### src/rtl/sbes_pkg.sv
// ----------------------------------------------------------------------------
// sbes_pkg
// Shared types and constants of the burst estimate scheduler.
// ----------------------------------------------------------------------------
package sbes_pkg;

    localparam int SLOTS     = 16;
    localparam int IDX_W     = $clog2(SLOTS);
    localparam int SLOT_W    = 4;
    localparam int EST_W     = 16;
    localparam int COUNT_W   = 12;
    localparam int FRAC_W    = 4;
    localparam int ADDR_W    = 3;
    localparam int DATA_W    = 32;
    localparam int IN_DATA_W  = 24;
    localparam int OUT_DATA_W = 24;
    localparam int USER_W    = 2;

    localparam logic [COUNT_W-1:0] COUNT_MAX = {COUNT_W{1'b1}};
    localparam logic [EST_W-1:0]   IDLE_EST_RESET = {EST_W{1'b1}};

    localparam logic REG_IDLE_EST = 1'b0;

    typedef enum logic [1:0] {
        REQ_ADMIT  = 2'd0,
        REQ_REMOVE = 2'd1,
        REQ_STEP   = 2'd2,
        REQ_NONE   = 2'd3
    } req_t;

    typedef enum logic [2:0] {
        ST_IDLE,
        ST_SEL,
        ST_SCAN,
        ST_DECIDE,
        ST_POST,
        ST_FINISH
    } state_t;

endpackage

### src/rtl/sbes_ram.sv
// ----------------------------------------------------------------------------
// sbes_ram
// Generic single-write, single-read memory with a registered read port.
// ----------------------------------------------------------------------------
module sbes_ram #(
    parameter int WIDTH = 16,
    parameter int DEPTH = 16
) (
    input  logic                     clk,
    input  logic                     we,
    input  logic [$clog2(DEPTH)-1:0] waddr,
    input  logic [WIDTH-1:0]         wdata,
    input  logic [$clog2(DEPTH)-1:0] raddr,
    output logic [WIDTH-1:0]         rdata
);

    logic [WIDTH-1:0] mem [DEPTH];

    always_ff @(posedge clk)
    begin
        if (we)
        begin
            mem[waddr] <= wdata;
        end
        rdata <= mem[raddr];
    end

endmodule

### src/rtl/srt_burst_estimate_scheduler.sv
// ----------------------------------------------------------------------------
// srt_burst_estimate_scheduler
// Shortest-remaining-time scheduler with averaged burst estimates.
// ----------------------------------------------------------------------------
// Requests arrive as beats on the s_ channel: the request kind in s_tuser,
// the slot, the initial estimate and the blocking flag in s_tdata. Every
// request yields one result beat on the m_ channel with the active slot, a
// switch flag and the active estimate. The idle estimate is written over
// the APB port at byte address 0.
// Admit, remove and unused requests go straight to the finish state after
// acceptance. A step request scans the estimate memory one slot per cycle
// through its single read port when a slot besides idle is ready, and
// scans once more when the active process blocks. With only the idle slot
// ready a step skips the scan, also when it blocks.
// Only one request is in work at a time; the next one is accepted the cycle
// after the previous result is loaded into the output register.
// When the receiver stalls, the result waits in the output register and a
// further request is worked on but held in its final state until the
// register frees up.
// Reset makes only the idle slot ready and active, clears the run count and
// sets the idle estimate to all ones; the estimate memory needs no clearing.
// ----------------------------------------------------------------------------
module srt_burst_estimate_scheduler (
    input  logic                          clk,
    input  logic                          rst_n,
    input  logic                          s_tvalid,
    output logic                          s_tready,
    // slot[3:0], initial_estimate[19:4], blocks_after[20], zero fill
    input  logic [sbes_pkg::IN_DATA_W-1:0]  s_tdata,
    // req_type[1:0]
    input  logic [sbes_pkg::USER_W-1:0]     s_tuser,
    output logic                          m_tvalid,
    input  logic                          m_tready,
    // active_slot[3:0], switched[4], active_estimate[20:5], zero fill
    output logic [sbes_pkg::OUT_DATA_W-1:0] m_tdata,
    input  logic                          psel,
    input  logic                          penable,
    input  logic                          pwrite,
    input  logic [sbes_pkg::ADDR_W-1:0]     paddr,
    input  logic [sbes_pkg::DATA_W-1:0]     pwdata,
    output logic [sbes_pkg::DATA_W-1:0]     prdata,
    output logic                          pready
);

    import sbes_pkg::*;

    state_t               state_reg, state_next;
    logic                 pass_reg, pass_next;
    logic                 blocks_reg, blocks_next;
    logic [IDX_W-1:0]     before_reg, before_next;
    logic [IDX_W-1:0]     cur_reg, cur_next;
    logic [COUNT_W-1:0]   count_reg, count_next;
    logic [EST_W-1:0]     cur_est_reg, cur_est_next;
    logic [IDX_W-1:0]     best_reg, best_next;
    logic [EST_W-1:0]     best_est_reg, best_est_next;
    logic [IDX_W-1:0]     scan_addr_reg, scan_addr_next;
    logic                 issue_done_reg, issue_done_next;
    logic                 cmp_valid_reg, cmp_valid_next;
    logic [IDX_W-1:0]     cmp_slot_reg, cmp_slot_next;
    logic [SLOTS-1:1]     ready_reg, ready_next;
    logic [EST_W-1:0]     idle_est_reg, idle_est_next;
    logic                 out_valid_reg, out_valid_next;
    logic [OUT_DATA_W-1:0] out_data_reg, out_data_next;

    logic                 in_acc;
    req_t                 in_req;
    logic [SLOT_W-1:0]    in_slot;
    logic [IDX_W-1:0]     in_idx;
    logic [EST_W-1:0]     in_est;
    logic                 in_blocks;
    logic                 slot_ok;
    logic                 others;
    logic [EST_W:0]       avg_sum;
    logic [EST_W-1:0]     avg_est;
    logic [EST_W-1:0]     scan_est;
    logic [EST_W-1:0]     cur_eff_est;
    logic                 out_free;
    logic                 cfg_wr;

    logic                 ram_we;
    logic [IDX_W-1:0]     ram_waddr;
    logic [EST_W-1:0]     ram_wdata;
    logic [EST_W-1:0]     ram_rdata;

    sbes_ram #(
        .WIDTH(EST_W),
        .DEPTH(SLOTS)
    ) u_est_ram (
        .clk  (clk),
        .we   (ram_we),
        .waddr(ram_waddr),
        .wdata(ram_wdata),
        .raddr(scan_addr_reg),
        .rdata(ram_rdata)
    );

    assign s_tready  = (state_reg == ST_IDLE);
    assign in_acc    = s_tvalid && s_tready;
    assign in_req    = req_t'(s_tuser);
    assign in_slot   = s_tdata[SLOT_W-1:0];
    assign in_idx    = IDX_W'(in_slot);
    assign in_est    = s_tdata[SLOT_W +: EST_W];
    assign in_blocks = s_tdata[SLOT_W + EST_W];
    assign slot_ok   = (in_slot != '0) && (int'(in_slot) < SLOTS);

    assign others      = |ready_reg;
    assign avg_sum     = {1'b0, cur_est_reg} + {1'b0, count_reg, {FRAC_W{1'b0}}};
    assign avg_est     = avg_sum[EST_W:1];
    assign scan_est    = (cmp_slot_reg == cur_reg) ? cur_est_reg : ram_rdata;
    assign cur_eff_est = (cur_reg == '0) ? idle_est_reg : cur_est_reg;
    assign out_free    = !out_valid_reg || m_tready;

    assign cfg_wr = psel && penable && pwrite && pready;
    assign pready = 1'b1;
    assign prdata = (paddr[2] == REG_IDLE_EST) ? {{(DATA_W-EST_W){1'b0}}, idle_est_reg} : '0;

    assign m_tvalid = out_valid_reg;
    assign m_tdata  = out_data_reg;

    always_comb
    begin
        state_next = state_reg;
        unique case (state_reg)
            ST_IDLE:
            begin
                if (in_acc)
                begin
                    state_next = (in_req == REQ_STEP) ? ST_SEL : ST_FINISH;
                end
            end
            ST_SEL:
            begin
                state_next = others ? ST_SCAN : ST_POST;
            end
            ST_SCAN:
            begin
                if (cmp_valid_reg && (cmp_slot_reg == IDX_W'(SLOTS - 1)))
                begin
                    state_next = ST_DECIDE;
                end
            end
            ST_DECIDE:
            begin
                state_next = ST_POST;
            end
            ST_POST:
            begin
                state_next = (!pass_reg && blocks_reg) ? ST_SEL : ST_FINISH;
            end
            ST_FINISH:
            begin
                if (out_free)
                begin
                    state_next = ST_IDLE;
                end
            end
            default:
            begin
                state_next = ST_IDLE;
            end
        endcase
    end

    always_comb
    begin
        pass_next       = pass_reg;
        blocks_next     = blocks_reg;
        before_next     = before_reg;
        cur_next        = cur_reg;
        count_next      = count_reg;
        cur_est_next    = cur_est_reg;
        best_next       = best_reg;
        best_est_next   = best_est_reg;
        scan_addr_next  = scan_addr_reg;
        issue_done_next = issue_done_reg;
        cmp_valid_next  = 1'b0;
        cmp_slot_next   = cmp_slot_reg;
        ready_next      = ready_reg;
        idle_est_next   = cfg_wr && (paddr[2] == REG_IDLE_EST) ? pwdata[EST_W-1:0] : idle_est_reg;
        out_valid_next  = out_valid_reg && !m_tready;
        out_data_next   = out_data_reg;
        ram_we          = 1'b0;
        ram_waddr       = cur_reg;
        ram_wdata       = avg_est;

        unique case (state_reg)
            ST_IDLE:
            begin
                if (in_acc)
                begin
                    before_next = cur_reg;
                    blocks_next = in_blocks;
                    pass_next   = 1'b0;
                    unique case (in_req)
                        REQ_ADMIT:
                        begin
                            if (slot_ok)
                            begin
                                ready_next[in_idx] = 1'b1;
                                ram_we    = 1'b1;
                                ram_waddr = in_idx;
                                ram_wdata = in_est;
                                if (in_idx == cur_reg)
                                begin
                                    cur_est_next = in_est;
                                end
                            end
                        end
                        REQ_REMOVE:
                        begin
                            if (slot_ok && ready_reg[in_idx])
                            begin
                                ready_next[in_idx] = 1'b0;
                                if (in_idx == cur_reg)
                                begin
                                    cur_next   = '0;
                                    count_next = '0;
                                end
                            end
                        end
                        REQ_STEP, REQ_NONE:
                        begin
                        end
                    endcase
                end
            end
            ST_SEL:
            begin
                if (!others)
                begin
                    cur_next   = '0;
                    count_next = '0;
                end
                else
                begin
                    if (cur_reg != '0)
                    begin
                        ram_we       = 1'b1;
                        cur_est_next = avg_est;
                    end
                    best_next       = '0;
                    best_est_next   = idle_est_reg;
                    scan_addr_next  = IDX_W'(1);
                    issue_done_next = 1'b0;
                end
            end
            ST_SCAN:
            begin
                cmp_valid_next = !issue_done_reg;
                cmp_slot_next  = scan_addr_reg;
                if (!issue_done_reg)
                begin
                    if (scan_addr_reg == IDX_W'(SLOTS - 1))
                    begin
                        issue_done_next = 1'b1;
                    end
                    else
                    begin
                        scan_addr_next = scan_addr_reg + IDX_W'(1);
                    end
                end
                if (cmp_valid_reg && ready_reg[cmp_slot_reg] && (scan_est < best_est_reg))
                begin
                    best_next     = cmp_slot_reg;
                    best_est_next = scan_est;
                end
            end
            ST_DECIDE:
            begin
                if ((best_reg != cur_reg) && (best_est_reg < cur_eff_est))
                begin
                    cur_next     = best_reg;
                    count_next   = '0;
                    cur_est_next = best_est_reg;
                end
            end
            ST_POST:
            begin
                if (!pass_reg)
                begin
                    if (blocks_reg)
                    begin
                        pass_next  = 1'b1;
                        cur_next   = '0;
                        if (cur_reg != '0)
                        begin
                            count_next = '0;
                        end
                    end
                    else if ((cur_reg != '0) && (count_reg != COUNT_MAX))
                    begin
                        count_next = count_reg + COUNT_W'(1);
                    end
                end
            end
            ST_FINISH:
            begin
                if (out_free)
                begin
                    out_valid_next = 1'b1;
                    out_data_next  = OUT_DATA_W'({cur_eff_est, (cur_reg != before_reg),
                                                  SLOT_W'(cur_reg)});
                end
            end
            default:
            begin
            end
        endcase
    end

    always_ff @(posedge clk or negedge rst_n)
    begin
        if (!rst_n)
        begin
            state_reg      <= ST_IDLE;
            pass_reg       <= 1'b0;
            cur_reg        <= '0;
            count_reg      <= '0;
            issue_done_reg <= 1'b0;
            cmp_valid_reg  <= 1'b0;
            ready_reg      <= '0;
            idle_est_reg   <= IDLE_EST_RESET;
            out_valid_reg  <= 1'b0;
        end
        else
        begin
            state_reg      <= state_next;
            pass_reg       <= pass_next;
            cur_reg        <= cur_next;
            count_reg      <= count_next;
            issue_done_reg <= issue_done_next;
            cmp_valid_reg  <= cmp_valid_next;
            ready_reg      <= ready_next;
            idle_est_reg   <= idle_est_next;
            out_valid_reg  <= out_valid_next;
        end
    end

    always_ff @(posedge clk)
    begin
        blocks_reg    <= blocks_next;
        before_reg    <= before_next;
        cur_est_reg   <= cur_est_next;
        best_reg      <= best_next;
        best_est_reg  <= best_est_next;
        scan_addr_reg <= scan_addr_next;
        cmp_slot_reg  <= cmp_slot_next;
        out_data_reg  <= out_data_next;
    end

endmodule
### config.mk
export PLATFORM = sky130hd
export DESIGN_NAME = srt_burst_estimate_scheduler
export DESIGN_NICKNAME = d
export VERILOG_FILES = /design/src/rtl/sbes_pkg.sv /design/src/rtl/sbes_ram.sv /design/src/rtl/srt_burst_estimate_scheduler.sv
export SDC_FILE = /design/constraint.sdc
export NUM_CORES = 1
export LEC_CHECK = 0
export ABC_AREA = 1
export ABC_CLOCK_PERIOD_IN_PS = 4300
export BUFFER_PORTS_ARGS = -buffer_cell sky130_fd_sc_hd__buf_2
export CAP_MARGIN = 5
export CELL_PAD_IN_SITES_DETAIL_PLACEMENT = 0
export CELL_PAD_IN_SITES_GLOBAL_PLACEMENT = 1
export CORE_ASPECT_RATIO = 1.2
export CORE_MARGIN = 10
export CORE_UTILIZATION = 48
export CTS_CLUSTER_SIZE = 40
export DETAILED_ROUTE_END_ITERATION = 8
export PLACE_DENSITY = 0.81
export SYNTH_ARGS = -nofsm -noshare
export SYNTH_HDL_FRONTEND = slang
export SYNTH_SLANG_ARGS = --single-unit
### constraint.sdc
create_clock -name clk -period 4.3 [get_ports clk]
set_input_delay 0.215 -clock clk [delete_from_list [all_inputs] [get_ports clk]]
set_output_delay 0.215 -clock clk [all_outputs]
set_load 0.05 [all_outputs]
==> reports/metrics.yaml <==
timing.setup.tns_ns: 0
highest_layer: "met4"
cts_htree_levels: 2
rsz0062_at_grt: "no"
drc: 0
slew_violations: 0
hold_path.class: "in -> reg"
gp_congestion: 0.903
seq_area_frac_synth_pct: 62.8
worstHoldEndpoint: "cur_est_reg[14]"
switching_share_pct: 38.7
power_frac_comb_pct: 36.4
r2r_end: "best_est_reg[10]"
power_density_nw_per_um2: 706
worst_path_most_repeated_cell: "nand2_1"
crit_type: "reg -> reg"
drive_above_1_share_pct: 13.9
cp_cell_sequence: "xor2_1 > nor2_1 > nand2_1 > buf_4 > mux2_2 > ha_1 > a21oi_1 > nor2_1 > a211oi_1 > nand2_1 > nand2_1 > nand2_1 > nand2_1 > buf_4"
pwr-share-clk_pct: 24.9
start_util_pct: 48.4
r2r-start: "cmp_slot_reg[0]"
wirelength_um: 48900
syn_to_final_growth_pct: 14.9
detail-route-antenna-nets: 0
hold_depth: 3
port_buffers: 85
wl_met1_um: 19400
layout_commonest_cell: "edfxtp_1"
ys_warn_count: 0
cts_tree: "done"
synth-edff-count: 326
timing.final.crit_share_pct: 85.6
dp_hpwl_um: 32300
grt_first_pass_wirelength_um: 73800
cts_setup_buffers: 0
clk-insertion-delay-late_ns: 0.56
synth_area_per_cell_um2: 10.8
crit_arrival_ns: 3.91
synth.area.top_cells: "edfxtp_1, nand2_1, dfrtp_1"
min_period_ns: 3.68
die_h_um: 234
synthArstFlopShare_pct: 13.6
outcome: "completed"
fmax_mhz: 272
grt_pass1_vias: 12800
avgViaCountPerCell: 5.66
wl_per_cell_um: 20.9
ys_ff_latch: 396
slew_headroom_pct: 13.3
drt_iter0_drc: 1165
cts.sinks: 396
antenna_found_initial: 0
grt-ovfl-total: 0
antennaDiodeCount: 0
syn_area_um2: 18300
path_max_fanout: 18
rrSetupSlack_ns: 0.62
dpl_cell_area_um2: 19400
reg2reg_depth: 14
regMostFlops: "u_est_ram.mem"
cts_root_buf: "clkbuf_16"
rows: 78
dieArea_um2: 46300
final_hold_viol_count: 0
setup_viol: 0
cts_hold_buffers: 20
ys.flop_type: "edfxtp_1"
clkTransAtPathRegs_ns: 0.06
io_pins: 127
met2_length_um: 24700
worstMarginPinSlew_ns: 1.30
maxCapViolCount: 0
ys_types: 55
synth_top_area_cell: "edfxtp_1"
worstHoldStart: "s_tdata[18]"
p_sw_uw: 5730
p_seq_share_pct: 38.8
die_w_um: 198
grt_max_degree: 133
endpoint_kind: "register"
nets: 1936
crit_slowest_cell: "edfxtp_1"
gr-usage-all-layers_pct: 20.7
cp-start-kind: "register"
met3_length_um: 3030
clockBufferDepth: 3
skew_ns: 0.0187
required_ns: 4.53
cts_resized: 0
cpPeakStageDelay_ns: 0.55
final_cell_mix: "edfxtp_1, nand2_1, nor2_1, o21ai_0, inv_1"
power_leakage_uw: 0.00827
core_area_um2: 37800
largest_register_ffs: 256
p_int_uw: 9100
ir_worst_vdd_mv: 0.429
yosys.area.top_type_share_pct: 53.5
fin_area_um2: 21000
drt_pass1_iterations: 5
syn_inst: 1692
vias: 13200
cts_buffers: 42
==> through the flow <==
| stage | hold slack (ns) | cells | total power, uW | utilization [%] | worst slack (ns) |
|---|---|---|---|---|---|
| after global placement | 0.406 | 2238 | 11000 | 51.3 | 0.652 |
| after floorplan | -0.0806 | 1726 | 9350 | - | 1.11 |
| final | 0.0193 | 2337 | 14800 | 55.6 | 0.617 |
| after global routing | 0.0322 | 2337 | 15600 | 55.6 | 0.269 |
| after detailed placement | 0.419 | 2238 | 11200 | 51.3 | 0.624 |
| after CTS | 0.0106 | 2336 | 14900 | 55.6 | 0.589 |
==> cells by family after synthesis <==
logic type | after synthesis | synth area share [%]
flops | 396 | 62.8
fa+ha+maj | 45 | 3.12
simple gates | 637 | 14.8
compound gates | 319 | 10.7
mux | 31 | 1.72
buf+inv | 233 | 5.46
other cells | 2 | 0.0411
xor+xnor | 29 | 1.39
==> per-layer routing <==
metal / GRT usage, % / up-vias
met5: 0 / -
met4: 8.28 / 0
met3: 2.78 / 94
met2: 35.9 / 456
met1: 25.7 / 6477
li1: - / 6199
==> cell usage after synthesis (3+ instances only) <==
cell type  number
nor4_1          4
clkbuf_1       60
a22oi_1         4
clkbuf_2        3
a211oi_1        3
nor2_2          7
inv_2           8
dfxtp_1        16
xnor2_1        13
mux2_2          4
buf_2           8
buf_6           3
o32ai_1        39
buf_1           3
nand3_1        65
o21ai_0       151
nand2_1       257
buf_4          22
nor2_1        246
edfxtp_1      326
ha_1           44
o21ai_1         7
o211ai_1       15
o221ai_1       35
nor3_1          5
nand4_1        29
nor3_2          3
mux2i_1        27
nand2_2         4
dfstp_2        16
xor2_1         16
a21oi_1        58
inv_1         122
nor2_4          5
dfrtp_1        38
==> power by group through the flow <==
stage | registers (uW) | logic [uW] | clock network, uW
after CTS | 5740 | 5380 | 3740
after global placement | 5810 | 5190 | 0
after detailed placement | 5820 | 5340 | 0
after floorplan | 5790 | 3560 | 0
after global routing | 5790 | 5950 | 3900
final | 5750 | 5390 | 3690
==> cell type report <==
class | instances | area [um2]
multi-input combinational | 1097 | 5940
clock buffer | 54 | 1140
clock inverter | 24 | 279
sequential | 396 | 11500
fill | 3212 | 16800
inverter | 133 | 500
timing repair buffer | 153 | 1060
tap | 480 | 601
==> worst max path at each step <==
stage | endpoint | cells after the start | startpoint
floorplan | cur_est_reg[0] | 14 | cur_reg[1]
global placement | best_est_reg[7] | 14 | cmp_slot_reg[0]
detailed placement | best_est_reg[4] | 14 | cmp_slot_reg[0]
CTS | best_est_reg[10] | 14 | cmp_slot_reg[0]
global route | best_est_reg[2] | 14 | cmp_slot_reg[0]
finish | best_est_reg[10] | 14 | cmp_slot_reg[0]
==> critical path, delay by kind of cell (launching register included) <==
family	cells	cell delay [ns]
and+or+nand+nor	7	1.09
buffers and inverters	2	0.62
DFF	1	0.55
AOI/OAI and AO/OA	2	0.30
muxes	1	0.30
adders and majority gates	1	0.30
xor gates and xnor gates	1	0.21
Power figures use the tool's default switching activity.
